--- config.mk ---
export PLATFORM = sky130hd
export DESIGN_NAME = tile_column_scroll_streamer
export DESIGN_NICKNAME = d
export VERILOG_FILES = /design/src/sv/tcss_pkg.sv /design/src/sv/tile_column_scroll_streamer.sv /design/src/sv/tcss_front.sv /design/src/sv/tcss_queue.sv /design/src/sv/tcss_back.sv
export VERILOG_INCLUDE_DIRS = /design/src /design/src/sv
export SDC_FILE = /design/constraint.sdc
export NUM_CORES = 1
export LEC_CHECK = 0
export BUFFER_PORTS_ARGS = -buffer_cell sky130_fd_sc_hd__buf_2
export CAP_MARGIN = 25
export CORE_MARGIN = 1.5
export CORE_UTILIZATION = 50
export DETAILED_ROUTE_END_ITERATION = 7
export GPL_ROUTABILITY_DRIVEN = 0
export PLACE_DENSITY = 0.68
export SYNTH_ARGS = -nofsm -noshare
export SYNTH_HDL_FRONTEND = slang
export SYNTH_HIERARCHICAL = 1
export SYNTH_SLANG_ARGS = --single-unit
--- constraint.sdc ---
create_clock -name clk -period 21 [get_ports clk]
set_input_delay 6.3 -clock clk [delete_from_list [all_inputs] [get_ports clk]]
set_output_delay 6.3 -clock clk [all_outputs]
set_load 0.02 [all_outputs]
--- src/sv/assert_macros.svh ---
// ----------------------------------------------------------------------------
// Assertion macros
// Clocked assertion helpers shared by the RTL. They compile to nothing when
// SYNTH is defined.
// ----------------------------------------------------------------------------
`ifndef ASSERT_MACROS_SVH
`define ASSERT_MACROS_SVH

`ifndef SYNTH

// The property must hold at every rising clock edge outside reset.
`define ASSERT_ALWAYS(lbl, clk, rst_n, prop, msg) \
	lbl: assert property (@(posedge clk) disable iff (!rst_n) (prop)) else $error(msg);

// The consequent must hold whenever the antecedent holds.
`define ASSERT_IMPLIES(lbl, clk, rst_n, ante, cons, msg) \
	lbl: assert property (@(posedge clk) disable iff (!rst_n) (ante) |-> (cons)) \
		else $error(msg);

`else

`define ASSERT_ALWAYS(lbl, clk, rst_n, prop, msg)
`define ASSERT_IMPLIES(lbl, clk, rst_n, ante, cons, msg)

`endif

`endif

--- src/sv/tcss_pkg.sv ---
// ----------------------------------------------------------------------------
// Tile column scroll streamer package
// Geometry constants, operation codes and the column command type shared by
// the front end, the command queue and the row sequencer.
// ----------------------------------------------------------------------------
`default_nettype none

package tcss_pkg;

	localparam int VRAM_COLUMNS    = 32;
	localparam int VISIBLE_ROWS    = 28;
	localparam int VISIBLE_COLUMNS = 28;
	localparam int TILE_PIXELS     = 8;
	localparam int RESULT_CAP      = 28;

	localparam int RUN_ROWS   = (VISIBLE_ROWS < RESULT_CAP) ? VISIBLE_ROWS : RESULT_CAP;
	localparam int ROW_BITS   = 5;
	localparam int RING_BITS  = $clog2(VRAM_COLUMNS);
	localparam int TILE_SHIFT = $clog2(TILE_PIXELS);

	localparam logic [ROW_BITS-1:0] ROW_LAST = ROW_BITS'(RUN_ROWS - 1);

	// Column offsets relative to the camera tile.
	localparam int RIGHT_LEAD = 29;
	localparam int RING_LEFT  = 30;
	localparam int LEFT_LAG   = 2;
	localparam int MAP_HEADER = 2;

	localparam int QUEUE_DEPTH = 2;
	localparam int QPTR_BITS   = $clog2(QUEUE_DEPTH);
	localparam int QCNT_BITS   = $clog2(QUEUE_DEPTH + 1);

	typedef enum logic [1:0] {
		OP_HOLD       = 2'd0,
		OP_STEP_LEFT  = 2'd1,
		OP_STEP_RIGHT = 2'd2,
		OP_MOVE       = 2'd3
	} op_t;

	typedef struct packed {
		logic [RING_BITS-1:0] ring;
		logic [15:0]          base;
		logic signed [15:0]   camera;
	} cmd_t;

endpackage

`default_nettype wire

--- src/sv/tile_column_scroll_streamer.sv ---
// ----------------------------------------------------------------------------
// Tile column scroll streamer
// Horizontal tile-map scroll: keeps the clamped camera and streams one level
// column into the ring-buffer VRAM each time the scroll crosses a tile.
// ----------------------------------------------------------------------------
// Usage:
//   The level width register is written through cfg_valid/cfg_ready with the
//   width on level_width; cfg_ready is always high. Write it only while idle.
//   One input transaction per video frame carries op and target_x; it is taken
//   at an edge with item_valid high and item_stall low.
//   A frame that crosses a tile boundary into a column inside the level yields
//   28 result transactions, one per visible row, with last set on the final one.
//   The first result passes through the front-end stage, the command queue,
//   the row sequencer and its output register; the rest follow one per cycle
//   while result_stall is low, as the row sequencer issues one row a cycle.
//   Frames without writes never stall the front end. Up to two column
//   commands wait in a queue; item_stall rises when a command finds it full.
//   A stalled result holds its payload until result_stall falls.
//   Reset clears the camera, the level width and all pending work.
// ----------------------------------------------------------------------------
`default_nettype none

module tile_column_scroll_streamer (
	input  wire logic                          clk,
	input  wire logic                          arst_n,
	input  wire logic                          cfg_valid,
	output logic                               cfg_ready,
	input  wire logic [7:0]                    level_width,
	input  wire logic                          item_valid,
	output logic                               item_stall,
	input  wire logic [1:0]                    op,
	input  wire logic signed [15:0]            target_x,
	output logic                               result_valid,
	input  wire logic                          result_stall,
	output logic [tcss_pkg::RING_BITS-1:0]     vram_column,
	output logic [tcss_pkg::ROW_BITS-1:0]      vram_row,
	output logic [15:0]                        map_index,
	output logic signed [15:0]                 camera_x,
	output logic                               last
);

	logic           front_cmd_valid;
	logic           front_cmd_ready;
	tcss_pkg::cmd_t front_cmd;
	logic           back_cmd_valid;
	logic           back_cmd_ready;
	tcss_pkg::cmd_t back_cmd;
	logic [7:0]     level_width_q;
	logic           cfg_write;

	assign cfg_ready = 1'b1;
	assign cfg_write = cfg_valid && cfg_ready;

	tcss_front u_front (
		.clk           (clk),
		.arst_n        (arst_n),
		.cfg_valid     (cfg_write),
		.cfg_data      (level_width),
		.item_valid    (item_valid),
		.item_stall    (item_stall),
		.op            (op),
		.target_x      (target_x),
		.cmd_valid     (front_cmd_valid),
		.cmd_ready     (front_cmd_ready),
		.cmd           (front_cmd),
		.level_width_q (level_width_q)
	);

	tcss_queue u_queue (
		.clk        (clk),
		.arst_n     (arst_n),
		.push_valid (front_cmd_valid),
		.push_ready (front_cmd_ready),
		.push_cmd   (front_cmd),
		.pop_valid  (back_cmd_valid),
		.pop_ready  (back_cmd_ready),
		.pop_cmd    (back_cmd)
	);

	tcss_back u_back (
		.clk           (clk),
		.arst_n        (arst_n),
		.level_width_q (level_width_q),
		.cmd_valid     (back_cmd_valid),
		.cmd_ready     (back_cmd_ready),
		.cmd           (back_cmd),
		.result_valid  (result_valid),
		.result_stall  (result_stall),
		.vram_column   (vram_column),
		.vram_row      (vram_row),
		.map_index     (map_index),
		.camera_x      (camera_x),
		.last          (last)
	);

endmodule

`default_nettype wire

--- src/sv/tcss_front.sv ---
// ----------------------------------------------------------------------------
// Tile column scroll streamer front end
// Holds the level width and the camera, applies one operation per accepted
// transaction, and turns a tile boundary crossing into a column inside the level into a column command.
// ----------------------------------------------------------------------------
`default_nettype none

module tcss_front (
	input  wire logic                clk,
	input  wire logic                arst_n,
	input  wire logic                cfg_valid,
	input  wire logic [7:0]          cfg_data,
	input  wire logic                item_valid,
	output logic                     item_stall,
	input  wire logic [1:0]          op,
	input  wire logic signed [15:0]  target_x,
	output logic                     cmd_valid,
	input  wire logic                cmd_ready,
	output tcss_pkg::cmd_t           cmd,
	output logic [7:0]               level_width_q
);

	logic signed [15:0] camera_q;
	logic               valid_s1;
	logic signed [15:0] camera_s1;
	logic [7:0]         prev_s1;

	logic signed [15:0] xmax;
	logic signed [15:0] xreq;
	logic signed [15:0] camera_next;
	logic               accept;

	logic [7:0]         now;
	logic [7:0]         diff_fwd;
	logic [7:0]         diff_back;
	logic               crossed;
	logic               moving_right;
	logic signed [15:0] tile;
	logic signed [15:0] col;
	logic signed [15:0] ring_full;
	logic               in_level;
	logic               need_cmd;
	logic               s1_done;

	assign xmax = signed'(16'(({8'd0, level_width_q} - 16'(tcss_pkg::VISIBLE_COLUMNS))
		* 16'(tcss_pkg::TILE_PIXELS)));

	always_comb begin
		xreq = camera_q;
		unique case (tcss_pkg::op_t'(op))
			tcss_pkg::OP_HOLD:       xreq = camera_q;
			tcss_pkg::OP_STEP_LEFT:  xreq = camera_q - 16'sd1;
			tcss_pkg::OP_STEP_RIGHT: xreq = camera_q + 16'sd1;
			tcss_pkg::OP_MOVE:       xreq = target_x;
		endcase
	end

	// A narrow level has a negative upper bound; a negative request still gives zero.
	always_comb begin
		if (tcss_pkg::op_t'(op) == tcss_pkg::OP_HOLD) begin
			camera_next = camera_q;
		end else if (xreq < 16'sd0) begin
			camera_next = 16'sd0;
		end else if (xreq > xmax) begin
			camera_next = xmax;
		end else begin
			camera_next = xreq;
		end
	end

	assign accept = item_valid && !item_stall;

	// Classification of the frame held in stage one.
	assign now          = camera_s1[7:0];
	assign diff_fwd     = now - prev_s1;
	assign diff_back    = prev_s1 - now;
	assign crossed      = (prev_s1[7:tcss_pkg::TILE_SHIFT] != now[7:tcss_pkg::TILE_SHIFT]);
	assign moving_right = (diff_fwd < diff_back);

	// Division by the tile size rounds toward zero, as for a signed quotient.
	assign tile = (camera_s1 + (camera_s1[15] ? 16'(tcss_pkg::TILE_PIXELS - 1) : 16'sd0))
		>>> tcss_pkg::TILE_SHIFT;

	assign col       = moving_right ? (tile + 16'(tcss_pkg::RIGHT_LEAD))
	                                : (tile - 16'(tcss_pkg::LEFT_LAG));
	assign ring_full = moving_right ? (tile + 16'(tcss_pkg::RIGHT_LEAD))
	                                : (tile + 16'(tcss_pkg::RING_LEFT));
	assign in_level  = !col[15] && (col < signed'({8'd0, level_width_q}));

	assign need_cmd   = crossed && in_level;
	assign cmd_valid  = valid_s1 && need_cmd;
	assign s1_done    = valid_s1 && (!need_cmd || cmd_ready);
	assign item_stall = valid_s1 && !s1_done;

	assign cmd.ring   = ring_full[tcss_pkg::RING_BITS-1:0];
	assign cmd.base   = 16'(col + 16'(tcss_pkg::MAP_HEADER));
	assign cmd.camera = camera_s1;

	always_ff @(posedge clk or negedge arst_n) begin
		if (!arst_n) begin
			level_width_q <= 8'd0;
			camera_q      <= 16'sd0;
			valid_s1      <= 1'b0;
		end else begin
			if (cfg_valid) begin
				level_width_q <= cfg_data;
			end
			if (accept) begin
				camera_q <= camera_next;
				valid_s1 <= 1'b1;
			end else if (s1_done) begin
				valid_s1 <= 1'b0;
			end
		end
	end

	always_ff @(posedge clk) begin
		if (accept) begin
			camera_s1 <= camera_next;
			prev_s1   <= camera_q[7:0];
		end
	end

endmodule

`default_nettype wire

--- src/sv/tcss_queue.sv ---
// ----------------------------------------------------------------------------
// Tile column scroll streamer command queue
// Short first-in first-out buffer of column commands between the front end
// and the row sequencer.
// ----------------------------------------------------------------------------
`default_nettype none

`include "assert_macros.svh"

module tcss_queue (
	input  wire logic           clk,
	input  wire logic           arst_n,
	input  wire logic           push_valid,
	output logic                push_ready,
	input  wire tcss_pkg::cmd_t push_cmd,
	output logic                pop_valid,
	input  wire logic           pop_ready,
	output tcss_pkg::cmd_t      pop_cmd
);

	tcss_pkg::cmd_t                   entries_q [tcss_pkg::QUEUE_DEPTH];
	logic [tcss_pkg::QPTR_BITS-1:0]   wr_ptr_q;
	logic [tcss_pkg::QPTR_BITS-1:0]   rd_ptr_q;
	logic [tcss_pkg::QCNT_BITS-1:0]   count_q;
	logic                             push;
	logic                             pop;

	assign push_ready = (count_q != tcss_pkg::QCNT_BITS'(tcss_pkg::QUEUE_DEPTH));
	assign pop_valid  = (count_q != '0);
	assign pop_cmd    = entries_q[rd_ptr_q];
	assign push       = push_valid && push_ready;
	assign pop        = pop_valid && pop_ready;

	always_ff @(posedge clk or negedge arst_n) begin
		if (!arst_n) begin
			wr_ptr_q <= '0;
			rd_ptr_q <= '0;
			count_q  <= '0;
		end else begin
			if (push) begin
				wr_ptr_q <= wr_ptr_q + 1'b1;
			end
			if (pop) begin
				rd_ptr_q <= rd_ptr_q + 1'b1;
			end
			if (push && !pop) begin
				count_q <= count_q + 1'b1;
			end else if (pop && !push) begin
				count_q <= count_q - 1'b1;
			end
		end
	end

	always_ff @(posedge clk) begin
		if (push) begin
			entries_q[wr_ptr_q] <= push_cmd;
		end
	end

	`ASSERT_ALWAYS(a_count_in_range, clk, arst_n,
		count_q <= tcss_pkg::QCNT_BITS'(tcss_pkg::QUEUE_DEPTH), "queue count overflow")
	`ASSERT_IMPLIES(a_pop_moves_count, clk, arst_n, pop && !push,
		##1 count_q == $past(count_q) - 1'b1, "pop did not shrink the queue")

endmodule

`default_nettype wire

--- src/sv/tcss_back.sv ---
// ----------------------------------------------------------------------------
// Tile column scroll streamer row sequencer
// Takes one column command at a time and issues one VRAM write per visible
// row through an output register.
// ----------------------------------------------------------------------------
`default_nettype none

`include "assert_macros.svh"

module tcss_back (
	input  wire logic                          clk,
	input  wire logic                          arst_n,
	input  wire logic [7:0]                    level_width_q,
	input  wire logic                          cmd_valid,
	output logic                               cmd_ready,
	input  wire tcss_pkg::cmd_t                cmd,
	output logic                               result_valid,
	input  wire logic                          result_stall,
	output logic [tcss_pkg::RING_BITS-1:0]     vram_column,
	output logic [tcss_pkg::ROW_BITS-1:0]      vram_row,
	output logic [15:0]                        map_index,
	output logic signed [15:0]                 camera_x,
	output logic                               last
);

	logic                            busy_q;
	logic [tcss_pkg::ROW_BITS-1:0]   row_q;
	logic [15:0]                     idx_q;
	logic [tcss_pkg::RING_BITS-1:0]  ring_q;
	logic signed [15:0]              camera_q;
	logic                            out_valid_q;
	logic                            out_free;
	logic                            issue;
	logic                            row_is_last;

	assign out_free    = !out_valid_q || !result_stall;
	assign issue       = busy_q && out_free;
	assign row_is_last = (row_q == tcss_pkg::ROW_LAST);
	assign cmd_ready   = !busy_q;

	assign result_valid = out_valid_q;

	always_ff @(posedge clk or negedge arst_n) begin
		if (!arst_n) begin
			busy_q      <= 1'b0;
			out_valid_q <= 1'b0;
			row_q       <= '0;
		end else begin
			if (!busy_q && cmd_valid) begin
				busy_q <= 1'b1;
				row_q  <= '0;
			end else if (issue) begin
				row_q <= row_q + 1'b1;
				if (row_is_last) begin
					busy_q <= 1'b0;
				end
			end
			if (issue) begin
				out_valid_q <= 1'b1;
			end else if (!result_stall) begin
				out_valid_q <= 1'b0;
			end
		end
	end

	// The map index walks down the column one level row at a time.
	always_ff @(posedge clk) begin
		if (!busy_q && cmd_valid) begin
			idx_q    <= cmd.base;
			ring_q   <= cmd.ring;
			camera_q <= cmd.camera;
		end else if (issue) begin
			idx_q <= idx_q + {8'd0, level_width_q};
		end
		if (issue) begin
			vram_column <= ring_q;
			vram_row    <= row_q;
			map_index   <= idx_q;
			camera_x    <= camera_q;
			last        <= row_is_last;
		end
	end

	`ASSERT_ALWAYS(a_row_in_run, clk, arst_n,
		!(busy_q && (row_q > tcss_pkg::ROW_LAST)), "row counter ran past the run")
	`ASSERT_IMPLIES(a_last_on_final_row, clk, arst_n, result_valid,
		last == (vram_row == tcss_pkg::ROW_LAST), "last flag does not match the row")

endmodule

`default_nettype wire

# After elaboration in Yosys (flattened, before gate mapping)
# Memories as Yosys holds them, arrays and structs flattened.
# Index checks and enable logic that the tools add are counted.
[word_totals] register_bits=140 latch_bits=0 ramBits=74 rom_bits=0 input_bits=31 output_inout_bits=46 word_cells=98 memories=1
[op_classes] n_addsub=16 mul=0 div=0 order_cmp=4 eq_ne=7 shifts=0 mux=22 n_bitwise=0 n_reduce_logical=29
[mem_list] memory="u_queue.entries_q" depth=2 word_bits=37 read_ports=1 rd_ports_with_merged_regs=0 write_ports=1 line_no="tcss_queue.sv:21" source="tcss_pkg::cmd_t entries_q [tcss_pkg::QUEUE_DEPTH];"
[ops] operator="two-way mux 16 bit" count=6
[ops] operator="case mux 16 bit (4 select lines)" count=1
[ops] operator="adder 16 x 2 -> 16 bit (second input constant)" count=1
[ops] operator="adder 16 x 3 -> 16 bit (second input constant)" count=1
[ops] operator="adder 16 x 4 -> 16 bit" count=1
[ops] operator="adder 16 x 8 -> 16 bit" count=1
[ops] operator="> comparator 16 bit" count=1
[ops] operator="< comparator 16 x 1 -> 1 bit (second input constant)" count=1
[ops] operator="< comparator 16 x 9 -> 1 bit" count=1
[ops] operator="subtractor 16 x 2 -> 16 bit (second input constant)" count=1
[ops] operator="subtractor 8 bit" count=2
[ops] operator="two-way mux 5 bit" count=3
[ops] operator="adder 13 x 6 -> 14 bit (second input constant)" count=1
[ops] operator="subtractor 13 x 3 -> 14 bit (second input constant)" count=1
[ops] operator="logical AND 1 bit" count=11
[ops] operator="nonzero test 2 bit" count=5
[ops] operator="zero test 1 bit" count=9
[ops] operator="two-way mux 1 bit" count=9
[ops] operator="subtractor 8 x 5 -> 9 bit (second input constant)" count=1
[ops] operator="< comparator 8 bit" count=1
[ops] operator="adder 5 x 1 -> 5 bit (second input constant)" count=1
[ops] operator="adder 5 x 2 -> 5 bit (second input constant)" count=1
[ops] operator="== test 5 bit (second input constant)" count=1
[ops] operator="!= test 5 bit" count=1
[ops] operator="12 further kinds" count=16

# Depth between registers and ports, before layout
[logic_depth] word_depth=15 ltp_mapped=31 mapped_depth_nobuf=29

# Modules after synthesis
# The synthesis kept the hierarchy.
[modules_own_cells] module="tcss_front" n_inst=1 cells_each=665 area_each_um2=5706.7 seq_area_each_um2=1346.3
[modules_own_cells] module="tcss_back" n_inst=1 cells_each=217 area_each_um2=3372.0 seq_area_each_um2=2577.5
[modules_own_cells] module="tcss_queue" n_inst=1 cells_each=133 area_each_um2=2946.6 seq_area_each_um2=2322.2
[modules_own_cells] module="tile_column_scroll_streamer" n_inst=1 cells_each=2 area_each_um2=11.3 seq_area_each_um2=0.0

# Worst setup path before layout
# No wires, ideal clock.
[synth_path] path_kind="reg2out" startpoint="register u_front.camera_s1[5]" endpoint="output item_stall" arrival_time_ns=4.814 required_time_ns=14.700 path_slack_ns=9.886 path_stages_with_launch=24 path_buffers=3 cell_sequence="edfxtp_1 > buf_2 > inv_1 > ha_1 > clkbuf_1 > nand4_1 > inv_1 > a221oi_1 > xnor2_1 > ha_1 > nand3_1 > o41ai_2 > clkbuf_1 > o21ai_0 > a21oi_1 > xnor2_1 > ha_1 > a21oi_1 > nor2b_1 > o21ai_0 > nor4bb_1 > and4_1 > nand3_1 > inv_1"
[synth_between] elab_chain_len=11 elab_cells_between_ends=17 classes_between="5 x add/sub; 2 x order compare; 1 x eq/ne; 1 x mux; 8 x reduce/logical"
[synth_lines] item="start, declared" line_no="tcss_front.sv:25" source="logic signed [15:0] camera_s1;"
[synth_lines] item="start signal, assigned" line_no="tcss_front.sv:119" source="camera_s1 <= camera_next;"
[synth_lines] item="adder 16 x 4 -> 16 bit (tied with other cells)" line_no="tcss_front.sv:81" source="assign tile = (camera_s1 + (camera_s1[15] ? 16'(tcss_pkg::TILE_PIXELS - 1) : 16'sd0))"
[synth_lines] item="subtractor 13 x 3 -> 14 bit (tied with other cells)" line_no="tcss_front.sv:85" source=": (tile - 16'(tcss_pkg::LEFT_LAG));"
[synth_lines] item="two-way mux 16 bit" line_no="tcss_front.sv:84" source="assign col = moving_right ? (tile + 16'(tcss_pkg::RIGHT_LEAD))"
[synth_lines] item="< comparator 16 x 9 -> 1 bit or zero test 1 bit (tied branches)" line_no="tcss_front.sv:88" source="assign in_level = !col[15] && (col < signed'({8'd0, level_width_q}));"
[synth_lines] item="logical AND 1 bit" line_no="tcss_front.sv:88"
[synth_lines] item="logical AND 1 bit (*)" line_no="tcss_front.sv:90" source="assign need_cmd = crossed && in_level;"
[synth_lines] item="zero test 1 bit (*)" line_no="tcss_front.sv:92" source="assign s1_done = valid_s1 && (!need_cmd || cmd_ready);"
[synth_lines] item="logical OR 1 bit (*)" line_no="tcss_front.sv:92"
[synth_lines] item="logical AND 1 bit (*)" line_no="tcss_front.sv:92"
[synth_lines] item="zero test 1 bit (*)" line_no="tcss_front.sv:93" source="assign item_stall = valid_s1 && !s1_done;"
[synth_lines] item="logical AND 1 bit (*)" line_no="tcss_front.sv:93"
[synth_lines] item="end, declared" line_no="tile_column_scroll_streamer.sv:30" source="output logic item_stall,"
# Mark *: on every way between the ends. The rest lies on a longest branch, timed or not.

# Worst setup path in the final report
# Ends and elaborated chain as after synthesis.

==> flow_metrics.env <==
export IMPL_core_area_um2=23500
export IMPL_final_hold_violation_count=0
export IMPL_hold_depth=0
export IMPL_drt_wl_total_um=24400
export IMPL_grt_total_usage_pct=19.9
export IMPL_cts_buffer_depth=3
export IMPL_regToRegSetupSlack_ns=13.88
export IMPL_r2r_end="u_queue/entries_q[0][18]$_DFFE_PP_"
export IMPL_grt_ovfl_total=0
export IMPL_die_area_um2=25000
export IMPL_h_tree_depth=1
export IMPL_vias=8116
export IMPL_setup_viol=0
export IMPL_outcome="finished, final reports clean"
export IMPL_seq_area_um2=6250
export IMPL_clkSlewWorstSetupHoldPaths_ns=0.06
export IMPL_routedWlPerCell_um=17.1
export IMPL_yosysSeqAreaShare_pct=51.9
export IMPL_drc=0
export IMPL_worstHoldStart="u_back/camera_q[13]$_DFFE_PP_"
export IMPL_start_util_pct=51.1
export IMPL_fin_setup_tns_ns=0
export IMPL_die_y_um=158
export IMPL_synth_area_leaders="edfxtp_1 (44%), dfrtp_1 (7.5%), ha_1 (7.5%)"
export IMPL_cts_sinks=214
export IMPL_post_route_util_pct=57.4
export IMPL_avgViaCountPerCell=5.69
export IMPL_die_w_um=158
export IMPL_cts_resized=0
export IMPL_syn_nets=1124
export IMPL_worstPathArrival_ns=6.11
export IMPL_slew_violations=0
export IMPL_synthFlopType="edfxtp_1"
export IMPL_grt_pass1_wl_um=39300
export IMPL_whs_endpoint="u_back/camera_x[13]$_DFFE_PP_"
export IMPL_syn_area_per_cell_um2=11.8
export IMPL_final_antenna_net_count=0
export IMPL_slew_headroom_pct=37.6
export IMPL_cts_made_buffers=23
export IMPL_syn_area_um2=12000
export IMPL_start_kind="flip-flop"
export IMPL_clk_latency_ns=0.51
export IMPL_grt_pass1_vias=7701
export IMPL_cts_setup_buffers=0
export IMPL_worst_slew_pin_slew_ns=0.935
export IMPL_area_growth_pct=12.2
export IMPL_fillers=1972
export IMPL_yosysUniqueCellTypes=81
export IMPL_rows=56
export IMPL_clockRootBuffer="clkbuf_16"
export IMPL_r2r_start="u_front/camera_s1[5]$_DFFE_PP_"
export IMPL_boundaryPins=77
export IMPL_synth_top_cell_area_share_pct=44.4
export IMPL_critical_path_class="flip-flop to output port"
export IMPL_fin_skew_ns=0.0210
export IMPL_final_common_cell="edfxtp_1"
export IMPL_yosys_area_top_type="edfxtp_1"
export IMPL_worst_ep_required_time_ns=14.70
export IMPL_synth_seq_cells=214
export IMPL_r2r_cells=23
export IMPL_dp_hpwl_um=17700
export IMPL_p_leak_nw=5.32
export IMPL_dr_pass1_iters=6
export IMPL_finalNetCount=1198
export IMPL_antenna_found_initial=0
export IMPL_cts_tree="done"
export IMPL_io_buffers=75
export IMPL_drt_iter0_markers=677
export IMPL_grt_max_degree=50
export IMPL_drv_cap=0
export IMPL_cts_hold_fix_buffers=0
export IMPL_yosys_warnings=6
export IMPL_final_cell_mix="edfxtp_1 (178), nand2_1 (87), buf_2 (75), ha_1 (71), inv_1 (55)"
export IMPL_ys_async_sr_fraction_pct=16.8
export IMPL_fin_crit_ns=12.41
export IMPL_post_route_cells_drive_above_1_share_pct=18.7
export IMPL_rsz0062_at_grt="no"
export IMPL_peakVddDrop_mv=0.100
export IMPL_multi_input_area_um2=5390
export IMPL_antenna_cells=0
export IMPL_fin_crit_sh_pct=59.1
export IMPL_holdCritPathClass="flip-flop to flip-flop"
export IMPL_max_freq_ghz=0.0806
export IMPL_synth_cells=1017
export IMPL_synth_edf_count=178
export IMPL_power_density_nw_per_um2=166
export IMPL_path_max_fanout=12
export IMPL_crit_path_end_kind="output port"
[through the flow]
stage | power (W) | instance area [um2] | instances | hold slack [ns] | worst slack, ns
2_1_floorplan | 0.00155 | 12000 | 1017 | 0.400 | 9.89
3_3_place_gp | 0.00180 | 12700 | 1382 | 0.401 | 9.14
3_5_place_dp | 0.00183 | 12700 | 1383 | 0.405 | 9.07
4_1_cts | 0.00223 | 13500 | 1425 | 0.418 | 8.61
5_1_grt | 0.00240 | 13500 | 1427 | 0.425 | 8.21
6_report | 0.00224 | 13500 | 1427 | 0.416 | 8.59
[critical path, stage by stage (launching register included)]
cell,delay (ns)
edfxtp_1,0.59
inv_1,0.19
ha_1,0.44
nand4_1,0.18
inv_1,0.06
a221oi_1,0.32
xnor2_1,0.11
ha_1,0.30
nand3_1,0.12
o41a_1,0.60
or4_1,0.55
o311ai_0,0.14
o211ai_1,0.21
inv_1,0.15
ha_1,0.25
nor2b_1,0.13
o21ai_0,0.15
nor4bb_1,0.26
and4_1,0.37
nand3_1,0.21
inv_1,0.11
buf_2,0.17
[cell usage after synthesis, types with 4 or more instances]
library cell and instances:
a211oi_1 8, a21o_1 16, a21oi_1 49, a221oi_1 4, a22oi_1 5, a31oi_1 7
and2_1 5, and3_1 12, and4_1 6, buf_2 5, buf_6 5, clkbuf_1 24
dfrtp_1 36, edfxtp_1 178, fa_1 4, ha_1 72, inv_1 56, mux2_2 35
mux2_4 27, mux2i_1 13, nand2_1 87, nand2b_1 7, nand3_1 26, nand4_1 17
nor2_1 51, nor2b_1 6, nor3_1 22, o211ai_1 11, o21a_1 4, o21ai_0 49
o21bai_1 7, o31ai_1 13, or3_1 5, xnor2_1 46, xor2_1 29
[final cells by class]
type | count | area share (%)
Sequential cell | 214 | 46.2
Multi-Input combinational cell | 709 | 39.9
Clock buffer | 30 | 4.84
Timing Repair Buffer | 87 | 3.74
Tap cell | 319 | 2.95
Inverter | 56 | 1.56
Clock inverter | 12 | 0.741
[worst max-delay path by stage]
stage / startpoint / end / slack (ns) / cells past startpoint
6_report: u_front/camera_s1[5]$_DFFE_PP_ / item_stall / 8.59 / 21
5_1_grt: u_front/camera_s1[5]$_DFFE_PP_ / item_stall / 8.21 / 21
4_1_cts: u_front/camera_s1[5]$_DFFE_PP_ / item_stall / 8.61 / 21
3_5_place_dp: op[0] / u_front/camera_s1[13]$_DFFE_PP_ / 9.07 / 23
3_3_place_gp: op[0] / u_front/camera_s1[13]$_DFFE_PP_ / 9.14 / 23
2_1_floorplan: u_front/camera_s1[5]$_DFFE_PP_ / item_stall / 9.89 / 23
[kinds of logic (layout without fill, tap and decap cells)]
family / Yosys count / in the layout / share of synthesized area [%]
flops: 214 / 214 / 51.9
simple gates: 265 / 265 / 10.9
mux: 75 / 75 / 7.72
compound gates: 217 / 217 / 12.5
fa+ha+maj: 76 / 76 / 8.15
buf+inv: 94 / 185 / 3.39
xor+xnor: 75 / 75 / 5.46
other cells: 1 / 1 / 0.0312
[state kept, by name, indices dropped and copies added, names as in the netlist, 16 cells and up]
name	cells
u_back/camera_x	16
u_back/idx_q	16
u_front/camera_q	16
u_queue/entries_q	74
u_front/camera_s1	16
u_back/map_index	16
u_back/camera_q	16
[report_power, final]
part / internal (W) / switching, W
logic: 0.000458 / 0.000677
clock network: 0.000233 / 0.000158
registers: 0.000628 / 0.0000895
total: 0.00132 / 0.000924
[layer usage]
| metal | vias up | share of wire (%) | track usage (%) |
|---|---|---|---|
| met4 | 0 | 2.7 | 6.14 |
| met5 | - | 0 | 0 |
| met2 | 298 | 45 | 31.9 |
| met1 | 3810 | 46 | 28.3 |
| met3 | 51 | 6.3 | 2.55 |
| li1 | 3957 | - | - |
(Power assumes the default switching activity.)
